## src/sv/utf8s_pkg.sv

```systemverilog
`timescale 1ns / 1ps
// ----------------------------------------------------------------------------
// utf8s_pkg
// Shared types and constants for the UTF-8 sequence sanitizer.
// ----------------------------------------------------------------------------
package utf8s_pkg;

    localparam int BYTE_W          = 8;
    localparam int MAX_RUN         = 4;   // longest run one byte can release
    localparam int RUN_CNT_W       = 3;   // holds 0..MAX_RUN
    localparam int HELD_DEPTH      = 3;
    localparam int DEF_FIFO_DEPTH  = 8;

    localparam logic [BYTE_W-1:0] CONT_MASK  = 8'hC0;
    localparam logic [BYTE_W-1:0] CONT_MARK  = 8'h80;
    localparam logic [BYTE_W-1:0] LEAD2_MASK = 8'hE0;
    localparam logic [BYTE_W-1:0] LEAD2_MARK = 8'hC0;
    localparam logic [BYTE_W-1:0] LEAD3_MASK = 8'hF0;
    localparam logic [BYTE_W-1:0] LEAD3_MARK = 8'hE0;
    localparam logic [BYTE_W-1:0] LEAD4_MASK = 8'hF8;
    localparam logic [BYTE_W-1:0] LEAD4_MARK = 8'hF0;

    // Run of bytes released by one input transfer; last byte of the run
    // sits at index count-1.
    typedef struct packed {
        logic [RUN_CNT_W-1:0]                count;
        logic [MAX_RUN-1:0][BYTE_W-1:0]      bytes;
    } t_run;

endpackage

```

## src/sv/utf8_sequence_sanitizer.sv

```systemverilog
`timescale 1ns / 1ps
// Timing: a released run starts on the output in the cycle after the input
//   transfer that completes it, behind any queued bytes, then one byte per
//   cycle while the sink is ready. Throughput: one input byte per cycle
//   while the queue has room; a ready sink and FIFO_DEPTH >= 8 never stall it.
// Reset: synchronous, active low; clears the open sequence and empties the
//   output queue.
// ----------------------------------------------------------------------------
// utf8_sequence_sanitizer
// Byte-stream filter that passes only whole UTF-8 characters.
// ----------------------------------------------------------------------------
module utf8_sequence_sanitizer #(
    parameter int FIFO_DEPTH = utf8s_pkg::DEF_FIFO_DEPTH   // power of two, >= 4
) (
    input  logic                            i_clk,
    input  logic                            i_rst_n,
    // input stream
    input  logic                            i_s_axis_tvalid,
    output logic                            o_s_axis_tready,
    input  logic [utf8s_pkg::BYTE_W-1:0]    i_s_axis_tdata,  // [7:0] text_byte
    input  logic                            i_s_axis_tlast,  // end_of_text
    // output stream
    output logic                            o_m_axis_tvalid,
    input  logic                            i_m_axis_tready,
    output logic [utf8s_pkg::BYTE_W-1:0]    o_m_axis_tdata,  // [7:0] clean_byte
    output logic                            o_m_axis_tlast   // run_last
);
    import utf8s_pkg::*;

    logic s_xfer;
    t_run run;

    // Accept a byte whenever the queue can absorb the longest possible run,
    // independent of whether the sink is taking bytes this cycle. The queue
    // admits a byte while it has room for a full 4-byte run; a run is released
    // only once its last byte has come in, so a ready sink keeps the queue at
    // or below four bytes.
    assign s_xfer = i_s_axis_tvalid && o_s_axis_tready;

    // Track lead and continuation bytes; release a run on each completed
    // character or ASCII byte, nothing otherwise.
    utf8s_decode u_decode (
        .i_clk    (i_clk),
        .i_rst_n  (i_rst_n),
        .i_accept (s_xfer),
        .i_byte   (i_s_axis_tdata),
        .i_eot    (i_s_axis_tlast),
        .o_run    (run)
    );

    // Queue the released bytes and drain them one transfer per cycle while the
    // sink is ready; the final byte of each run carries tlast.
    utf8s_out_fifo #(
        .DEPTH (FIFO_DEPTH)
    ) u_out_fifo (
        .i_clk   (i_clk),
        .i_rst_n (i_rst_n),
        .i_run   (run),
        .o_room  (o_s_axis_tready),
        .o_valid (o_m_axis_tvalid),
        .i_ready (i_m_axis_tready),
        .o_byte  (o_m_axis_tdata),
        .o_last  (o_m_axis_tlast)
    );

endmodule

```

## src/sv/utf8s_decode.sv

```systemverilog
`timescale 1ns / 1ps
// ----------------------------------------------------------------------------
// utf8s_decode
// Sequence tracker: holds open multi-byte sequences and releases whole runs.
// ----------------------------------------------------------------------------
module utf8s_decode (
    input  logic                            i_clk,
    input  logic                            i_rst_n,
    input  logic                            i_accept,
    input  logic [utf8s_pkg::BYTE_W-1:0]    i_byte,
    input  logic                            i_eot,
    output utf8s_pkg::t_run                 o_run
);
    import utf8s_pkg::*;

    logic [HELD_DEPTH-1:0][BYTE_W-1:0] r_held;
    logic [HELD_DEPTH-1:0][BYTE_W-1:0] n_held;
    logic [1:0]                        r_need;
    logic [1:0]                        n_need;
    logic [1:0]                        r_hcnt;
    logic [1:0]                        n_hcnt;
    logic                              is_cont;

    assign is_cont = (i_byte & CONT_MASK) == CONT_MARK;

    always_comb begin
        n_held      = r_held;
        n_need      = r_need;
        n_hcnt      = r_hcnt;
        o_run.count = '0;
        for (int i = 0; i < HELD_DEPTH; i++) begin
            o_run.bytes[i] = (2'(i) < r_hcnt) ? r_held[i] : i_byte;
        end
        o_run.bytes[MAX_RUN-1] = i_byte;

        if (i_accept) begin
            if (r_need != 2'd0 && is_cont) begin
                if (r_need == 2'd1) begin
                    // sequence complete: release held bytes plus this one
                    o_run.count = RUN_CNT_W'(r_hcnt) + RUN_CNT_W'(1);
                    n_need      = 2'd0;
                    n_hcnt      = 2'd0;
                end else begin
                    n_held[r_hcnt] = i_byte;
                    n_hcnt         = r_hcnt + 2'd1;
                    n_need         = r_need - 2'd1;
                end
            end else begin
                // drop any open sequence, then handle the byte afresh
                n_need = 2'd0;
                n_hcnt = 2'd0;
                if (i_byte[BYTE_W-1] == 1'b0) begin
                    o_run.count    = RUN_CNT_W'(1);
                    o_run.bytes[0] = i_byte;
                end else if ((i_byte & LEAD2_MASK) == LEAD2_MARK) begin
                    n_held[0] = i_byte;
                    n_hcnt    = 2'd1;
                    n_need    = 2'd1;
                end else if ((i_byte & LEAD3_MASK) == LEAD3_MARK) begin
                    n_held[0] = i_byte;
                    n_hcnt    = 2'd1;
                    n_need    = 2'd2;
                end else if ((i_byte & LEAD4_MASK) == LEAD4_MARK) begin
                    n_held[0] = i_byte;
                    n_hcnt    = 2'd1;
                    n_need    = 2'd3;
                end
            end
            if (i_eot) begin
                n_need = 2'd0;
                n_hcnt = 2'd0;
            end
        end
    end

    always_ff @(posedge i_clk) begin
        if (!i_rst_n) begin
            r_need <= 2'd0;
            r_hcnt <= 2'd0;
        end else begin
            r_need <= n_need;
            r_hcnt <= n_hcnt;
        end
    end

    always_ff @(posedge i_clk) begin
        r_held <= n_held;
    end

endmodule

```

## src/sv/utf8s_out_fifo.sv

```systemverilog
`timescale 1ns / 1ps
// ----------------------------------------------------------------------------
// utf8s_out_fifo
// Result queue: takes a whole run per cycle, hands out one byte per cycle while the reader is ready.
// ----------------------------------------------------------------------------
module utf8s_out_fifo #(
    parameter int DEPTH = utf8s_pkg::DEF_FIFO_DEPTH
) (
    input  logic                            i_clk,
    input  logic                            i_rst_n,
    input  utf8s_pkg::t_run                 i_run,
    output logic                            o_room,
    output logic                            o_valid,
    input  logic                            i_ready,
    output logic [utf8s_pkg::BYTE_W-1:0]    o_byte,
    output logic                            o_last
);
    import utf8s_pkg::*;

    localparam int PW = $clog2(DEPTH);
    localparam int CW = $clog2(DEPTH + 1);

    logic [DEPTH-1:0][BYTE_W:0] r_mem;
    logic [PW-1:0]              r_wr;
    logic [PW-1:0]              r_rd;
    logic [CW-1:0]              r_cnt;
    logic [PW-1:0]              n_wr;
    logic [PW-1:0]              n_rd;
    logic [CW-1:0]              n_cnt;
    logic                       pop;

    assign o_room  = r_cnt <= CW'(DEPTH - MAX_RUN);
    assign o_valid = r_cnt != '0;
    assign pop     = o_valid && i_ready;
    assign o_byte  = r_mem[r_rd][BYTE_W-1:0];
    assign o_last  = r_mem[r_rd][BYTE_W];

    always_comb begin
        n_wr  = r_wr + PW'(i_run.count);
        n_rd  = r_rd + PW'(pop);
        n_cnt = r_cnt + CW'(i_run.count) - CW'(pop);
    end

    always_ff @(posedge i_clk) begin
        if (!i_rst_n) begin
            r_wr  <= '0;
            r_rd  <= '0;
            r_cnt <= '0;
        end else begin
            r_wr  <= n_wr;
            r_rd  <= n_rd;
            r_cnt <= n_cnt;
        end
    end

    // write each byte of the run to consecutive slots; mark the final one
    always_ff @(posedge i_clk) begin
        for (int k = 0; k < MAX_RUN; k++) begin
            if (RUN_CNT_W'(k) < i_run.count) begin
                r_mem[r_wr + PW'(k)] <= {(RUN_CNT_W'(k + 1) == i_run.count),
                                         i_run.bytes[k]};
            end
        end
    end

endmodule

```

## config.mk

```make
export PLATFORM = sky130hd
export DESIGN_NAME = utf8_sequence_sanitizer
export DESIGN_NICKNAME = d
export VERILOG_FILES = /design/src/sv/utf8s_pkg.sv /design/src/sv/utf8_sequence_sanitizer.sv /design/src/sv/utf8s_decode.sv /design/src/sv/utf8s_out_fifo.sv
export SDC_FILE = /design/constraint.sdc
export NUM_CORES = 1
export LEC_CHECK = 0
export ABC_AREA = 1
export BUFFER_PORTS_ARGS = -buffer_cell sky130_fd_sc_hd__buf_4
export CORE_MARGIN = 2
export CORE_UTILIZATION = 48
export DETAILED_ROUTE_END_ITERATION = 10
export PLACE_DENSITY_LB_ADDON = 0.15
export SLEW_MARGIN = 25
export SYNTH_ARGS = -nofsm -noshare
export SYNTH_HDL_FRONTEND = slang
export SYNTH_SLANG_ARGS = --single-unit
```

## constraint.sdc

```tcl
create_clock -name i_clk -period 4.92 [get_ports i_clk]
set_input_delay 0.246 -clock i_clk [delete_from_list [all_inputs] [get_ports i_clk]]
set_output_delay 0.246 -clock i_clk [all_outputs]
set_load 0.01 [all_outputs]
```

==> results of run 1 <==
==> metrics by stage <==
stage	util, %	cell area (µm²)	power [µW]	cells
2_1_floorplan	-	8700	2040	1425
3_3_place_gp	49.9	8930	2580	1620
3_5_place_dp	49.9	8930	2590	1620
4_1_cts	51.6	9230	3380	1636
5_1_grt	51.7	9250	3580	1636
6_report	51.7	9250	3420	1636
==> layout make-up <==
class / count / area, µm² / share of cell area [%]
Multi-Input combinational cell: 1044 / 5180 / 56.0
Sequential cell: 110 / 2440 / 26.4
Inverter: 196 / 736 / 7.95
Timing Repair Buffer: 41 / 308 / 3.33
Tap cell: 229 / 287 / 3.10
Clock buffer: 10 / 229 / 2.47
Clock inverter: 6 / 73.8 / 0.798
==> state kept, by name (all words and copies together), names as in the netlist <==
signal	cells
u_decode.r_need	2
u_decode.r_held	24
u_out_fifo.r_rd	3
u_decode.r_hcnt	2
u_out_fifo.r_mem	72
u_out_fifo.r_cnt	4
u_out_fifo.r_wr	3
==> critical path, cell delays in order (launching register included) <==
cell	delay, ns
dfxtp_1	0.62
ha_1	0.63
nand2_1	0.18
nand3b_4	0.23
a21oi_4	0.64
buf_4	0.44
nand2_1	0.39
nor2_1	0.21
nor2_1	0.07
nand2_1	0.06
a21oi_1	0.06
==> cells by family after synthesis <==
kind of cell | count (synthesis) | share of synthesized area [%]
compound gates | 203 | 12.5
xor+xnor | 4 | 0.403
fa+ha+maj | 19 | 2.90
buf+inv | 271 | 12.7
simple gates | 818 | 43.4
flops | 110 | 28.1
==> cell usage in the layout, fill, tap and decap left out, drive strengths merged, types with 2 or more instances in the layout <==
cell type,n
nor4,3
a211oi,3
dfxtp,86
ha,17
nand3,179
nor2,180
xnor2,3
nand2,361
inv,198
nor3,8
nand4,75
a21oi,77
o22ai,8
or2,10
a31oi,9
o21ai,100
clkbuf,10
edfxtp,24
fa,2
clkinv,3
o21bai,3
o211ai,2
buf,41
==> path summary, 6_finish.rpt <==
kind | to | start | cells after the start
hold reg to reg | u_decode.r_need[1] | u_decode.r_need[1] | 2
setup / recovery | u_out_fifo.r_mem[31] | u_decode.r_hcnt[1] | 10
setup reg to reg | u_out_fifo.r_mem[31] | u_decode.r_hcnt[1] | 10
hold / removal | u_out_fifo.r_wr[0] | i_rst_n | 3
==> per-layer routing <==
layer / global-route usage [%] / vias up / wire length (µm)
met5: 0 / - / 0
met1: 45.9 / 4451 / 13900
met4: 18.1 / 0 / 1810
met3: 5.77 / 98 / 3010
li1: - / 4597 / -
met2: 50.9 / 488 / 13900
==> power groups by stage <==
stage          clock, µW  sequential [µW]  combinational, µW
3_5_place_dp           0             1120               1470
4_1_cts              805             1100               1470
5_1_grt              831             1110               1640
3_3_place_gp           0             1120               1460
2_1_floorplan          0             1110                934
6_report             802             1100               1520
==> results.md, run 1 <==
* Post-synth cell types at 45
* CP endpoint kind: flip-flop
* Critical-path maximum fanout at 26
* Internal power at 1890 µW
* Vias per cell at 5.89
* CTS tree: built
* Die X at 139 µm
* Max-cap viol count at 0
* Clock skew at roughly 0.014 ns
* Crit Path Category: reg2reg
* FF-to-FF setup slack at 1.25 ns
* Post_cts resized at 0
* Sw Share at roughly 45%
* Worst path arrival time at between 3 and 4 ns
* Number of setup buffers added after CTS at 0
* CTS Buffer Depth at 2
* Tot GR Track Use at 33.6%
* # H-tree levels at 3
* Max frequency at 273 MHz
* Syn avg cell area at 6.11 µm²
* Worst vdd ir at 0.335 mV
* Min Clock Period, post-route at 3.67 ns
* Synth Register Bits at between 100 and 150
* Layout cell share with drive strength beyond 1 at 9.03%
* Clock Latency Late Sink at between 0.3 and 0.4 ns
* # fillers at roughly 1900
* Gate Count Post-Synth at roughly 1400
* P per Cell Area at 370 mW/mm²
* RSZ-0062 raised after global routing: no
* Syn_nets at 1457
* DP HPWL at 21600 µm
* List of most frequent post-synthesis cells: 344 x nand2_1, 188 x inv_1, 171 x nor2_1
* Area delta synth->final at 6.30%
* Core area at 0.0179 mm²
* Max-slew violation count at 0
* Worst slew pin tran at 1.18 ns
* Count leader, synth: nand2_1
* Logic pwr share at 44.4%
* Post-detailed-routing wire length at 32600 µm
* Slew HR at 21.0%
* Main area contributors after synthesis: dfxtp_1 20%, nand2_1 15%, nand3_1 9.5%
* Startpoint type of the worst setup path: flip-flop
* Final GP Congestion at approximately 0.97
* Initial DRT Pass Iterations at 7
* Vias in the first global route at 8607
* Post-synthesis sequential area ratio at 28.1%
* Setup violators final at 0
* Post-synthesis cell area at around 0.0087 mm²
* Most used DFF post-synth: dfxtp_1
* Outcome: complete, no violations
* Die ar. at 0.0192 mm²
* WL per Instance at roughly 20 µm
* CTS Buf Count at 9
* Hold_ws at 0.121 ns
* CTS root buffer: clkbuf_16
* Post-synth top area share at between 15 and 20%
* Hold Vio Cnt, Final at 0
* WP data required at a little over 5 ns
* Pre-CTS worst setup slack at 1.49 ns
* Final Cycle Share at 74.6%
* Largest net degree at the start of global routing at 55
* Ys async rst share at 0%
* Antenna cells at 0
* Post-CTS Hold Fix Bufs at 0
* Antenna violations before repair at 0
* DIE HEIGHT at 139 µm
* Io pins at 24
* IO Port Bufs at 23
* Psw at 1530 µW
* Clk sinks at 110
* Starting DRT DRC Count at roughly 1200
* Grt ovf at 0
* Post-synth EDFFs at 24
* Setup tns final at 0 ns
* Cell leakage power at 0.00432 µW
* Yosys warnings at 0
* Initial core utilization at 48.6%
* Routed Antenna Nets at 0
* Reg power frac at 32.2%
* First-pass GRT wire length at 50100 µm
* DRC viols at 0
* Hold WC Path Type: in2reg
* NumNets Final at 1434
* Clock network fraction of total power at between 20% and 30%
* Dominant cell type by area after synthesis: dfxtp_1
* Rows at 49
* Via count at just under 10000
* Setup ws final at 1.25 ns
* Clk slew on worst S/H paths at 0.09 ns
Note: power is estimated with default switching activity, not from simulation.
==> run 2, diff against run 1 <==
==> constraint.sdc (replaced) <==
create_clock -name i_clk -period 3.6 [get_ports i_clk]
set_input_delay 0.18 -clock i_clk [delete_from_list [all_inputs] [get_ports i_clk]]
set_output_delay 0.18 -clock i_clk [all_outputs]
set_load 0.01 [all_outputs]
==> run 2 against run 1 <==
- die area unchanged
- largest cell class unchanged
- critical path depth up 4
- critical path type unchanged
- final cell count increased by 0.49%
- flip-flop and latch count unchanged
- global-route usage increased by 0.59 points
- fmax up 14%
- clock-buffer cell count fell by 1
==> results.md, run 2 (same netlist as run 1, synthesis figures left out) <==
* Outcome: complete, no violations
* Post_cts resized at 0
* Pre-CTS worst setup slack at 0.325 ns
* WL per Instance at 20.2 µm
* Max-cap viol count at 0
* CTS root buffer: clkbuf_16
* Grt ovf at 0
* Crit Reg-Reg Endpoint: u_out_fifo.r_cnt[3]
* Worst Reg2Reg Path Length in Cells at 14
* DP HPWL at 22200 µm
* Vias in the first global route at 8689
* Layout cell share with drive strength beyond 1 at 9.82%
* Routed Antenna Nets at 0
* Setup violators final at 0
* Cells after DPL at around 1600
* Reg with most FFs: u_out_fifo.r_mem
* M3 GR Usage at under 10%
* Most Crowded Layer GR: met2
* Levels on crit path at 14
* Antenna cells at 0
* Worst slew pin tran at 1.12 ns
* Clk sinks at between 100 and 150
* Worst vdd ir at approximately 0.38 mV
* Met1 Use GR at 45.3%
* Final GP Congestion at 0.976
* Antenna violations before repair at 0
* CTS Buffer Depth at 2
* Io pins at 24
* Clock skew at 0.0112 ns
* Min Clock Period, post-route at 3.22 ns
* CP dominant cell by count: inv_1
* Worst path arrival time at 3.53 ns
* IO Port Bufs at 23
* Vias per cell at 5.88
* Cell leakage power at 0.00436 µW
* Rows at 49
* Starting DRT DRC Count at 1044
* CTS Buf Count at 9
* Slowest stage cell, crit path: dfxtp_1
* Via count at 9662
* Post-detailed-routing wire length at 33200 µm
* CP startpoint: u_decode.r_hcnt[1]
* Initial DRT Pass Iterations at 5
* Max-slew violation count at 0
* Reg2reg start: u_decode.r_hcnt[1]
* Top flop regs: u_out_fifo.r_mem x72, u_decode.r_held x24, u_out_fifo.r_cnt x4
* Crit Path Category: reg2reg
* Max reg flops at 72
* # fillers at 1882
* GR Layer Usage met2 at 51.2%
* Non-Filler Instances at 1644
* Initial core utilization at 48.6%
* Clock Latency Late Sink at 0.37 ns
* Clk slew on worst S/H paths at 0.09 ns
* Hold WC Path Type: in2reg
* Cell chain of the critical path: inv_1, ha_1, nand2_1, inv_1, nand3_2, nor2_1, inv_1, ha_1, inv_1, ha_1, a21o_1, a21oi_1, o21ai_0, a21oi_1
* P per Cell Area at 503 mW/mm²
* Number of setup buffers added after CTS at 0
* Hold Vio Cnt, Final at 0
* Tot GR Track Use at 34.2%
* NumNets Final at 1442
* Final Cycle Share at approximately nine tenths
* Die X at 139 µm
* RSZ-0062 raised after global routing: no
* CTS tree: built
* Most common cell after layout, fill and taps aside: nand2_1
* Worst Setup EP: u_out_fifo.r_cnt[3]
* DIE HEIGHT at approximately 140 µm
* Critical-path maximum fanout at 12
* Design Area, Final at 0.00934 mm²
* First-pass GRT wire length at 50700 µm
* Largest net degree at the start of global routing at 46
* Slew HR at 25.1%
* WP data required at 3.91 ns
* WP buf/inv at 4
* Core area at about 0.018 mm²
* Post-CTS Hold Fix Bufs at 0
* Die ar. at 0.0192 mm²
* DRC viols at 0
* FF-to-FF setup slack at 0.38 ns
* Crit path max-delay family: adder cells
* CP endpoint kind: flip-flop
* Worst path max stage delay at 0.66 ns
* Max frequency at 310 MHz
* # H-tree levels at 3
* Hold Path Depth at 3
* Startpoint type of the worst setup path: flip-flop
* Setup ws final at 0.379 ns
* Commonest non-fill, non-tap cells in the layout: 344 x nand2_1, 188 x inv_1, 171 x nor2_1
* Setup tns final at 0 ns
* Post-placement cell area at 0.00903 mm²
* Area delta synth->final at 7.30%
## run 2: metrics by stage
stage                     util, %  total power (µW)  hold slack, ns
after global routing         52.2              4920          0.0634
final                        52.2              4690          0.0667
after floorplan                 -              2790           0.279
after CTS                    52.1              4640          0.0564
after global placement       50.3              3580           0.443
after detailed placement     50.4              3600           0.443
## run 2: worst reg2reg max path: stages (launching register included)
cell and delay (ns):
dfxtp_1 0.66, inv_1 0.25, ha_1 0.36, nand2_1 0.07
inv_1 0.07, nand3_2 0.10, nor2_1 0.30, inv_1 0.14
ha_1 0.29, inv_1 0.07, ha_1 0.29, a21o_1 0.15
a21oi_1 0.15, o21ai_0 0.10, a21oi_1 0.13
## run 2: worst min path at each step
stage                           start             endpoint  slack (ns)
CTS                 i_s_axis_tdata[6]   u_decode.r_held[6]        0.06
global placement    i_s_axis_tdata[6]   u_decode.r_held[6]        0.44
floorplan           i_s_axis_tdata[2]  u_decode.r_held[10]        0.28
finish                        i_rst_n   u_out_fifo.r_rd[1]        0.07
global route        i_s_axis_tdata[6]   u_decode.r_held[6]        0.06
detailed placement  i_s_axis_tdata[6]   u_decode.r_held[6]        0.44
## run 2: routing by layer
metal / wire (µm) / vias to the layer above
met5: 0 / -
met4: 2120 / 0
met3: 3480 / 107
met2: 14100 / 510
met1: 13500 / 4428
li1: - / 4617
## run 2: power by group
part	switching, µW	internal [µW]
combinational	1470	638
clock	568	496
sequential	93.9	1420
## run 2: layout make-up
cell class                 count  area, µm²  area share (%)
multi-input combinational   1044       5190            55.5
sequential                   110       2440            26.2
inverter                     196        736            7.88
timing repair buffer          49        393            4.21
tap                          229        287            3.07
clock buffer                   9        225            2.41
clock inverter                 7       70.1           0.750
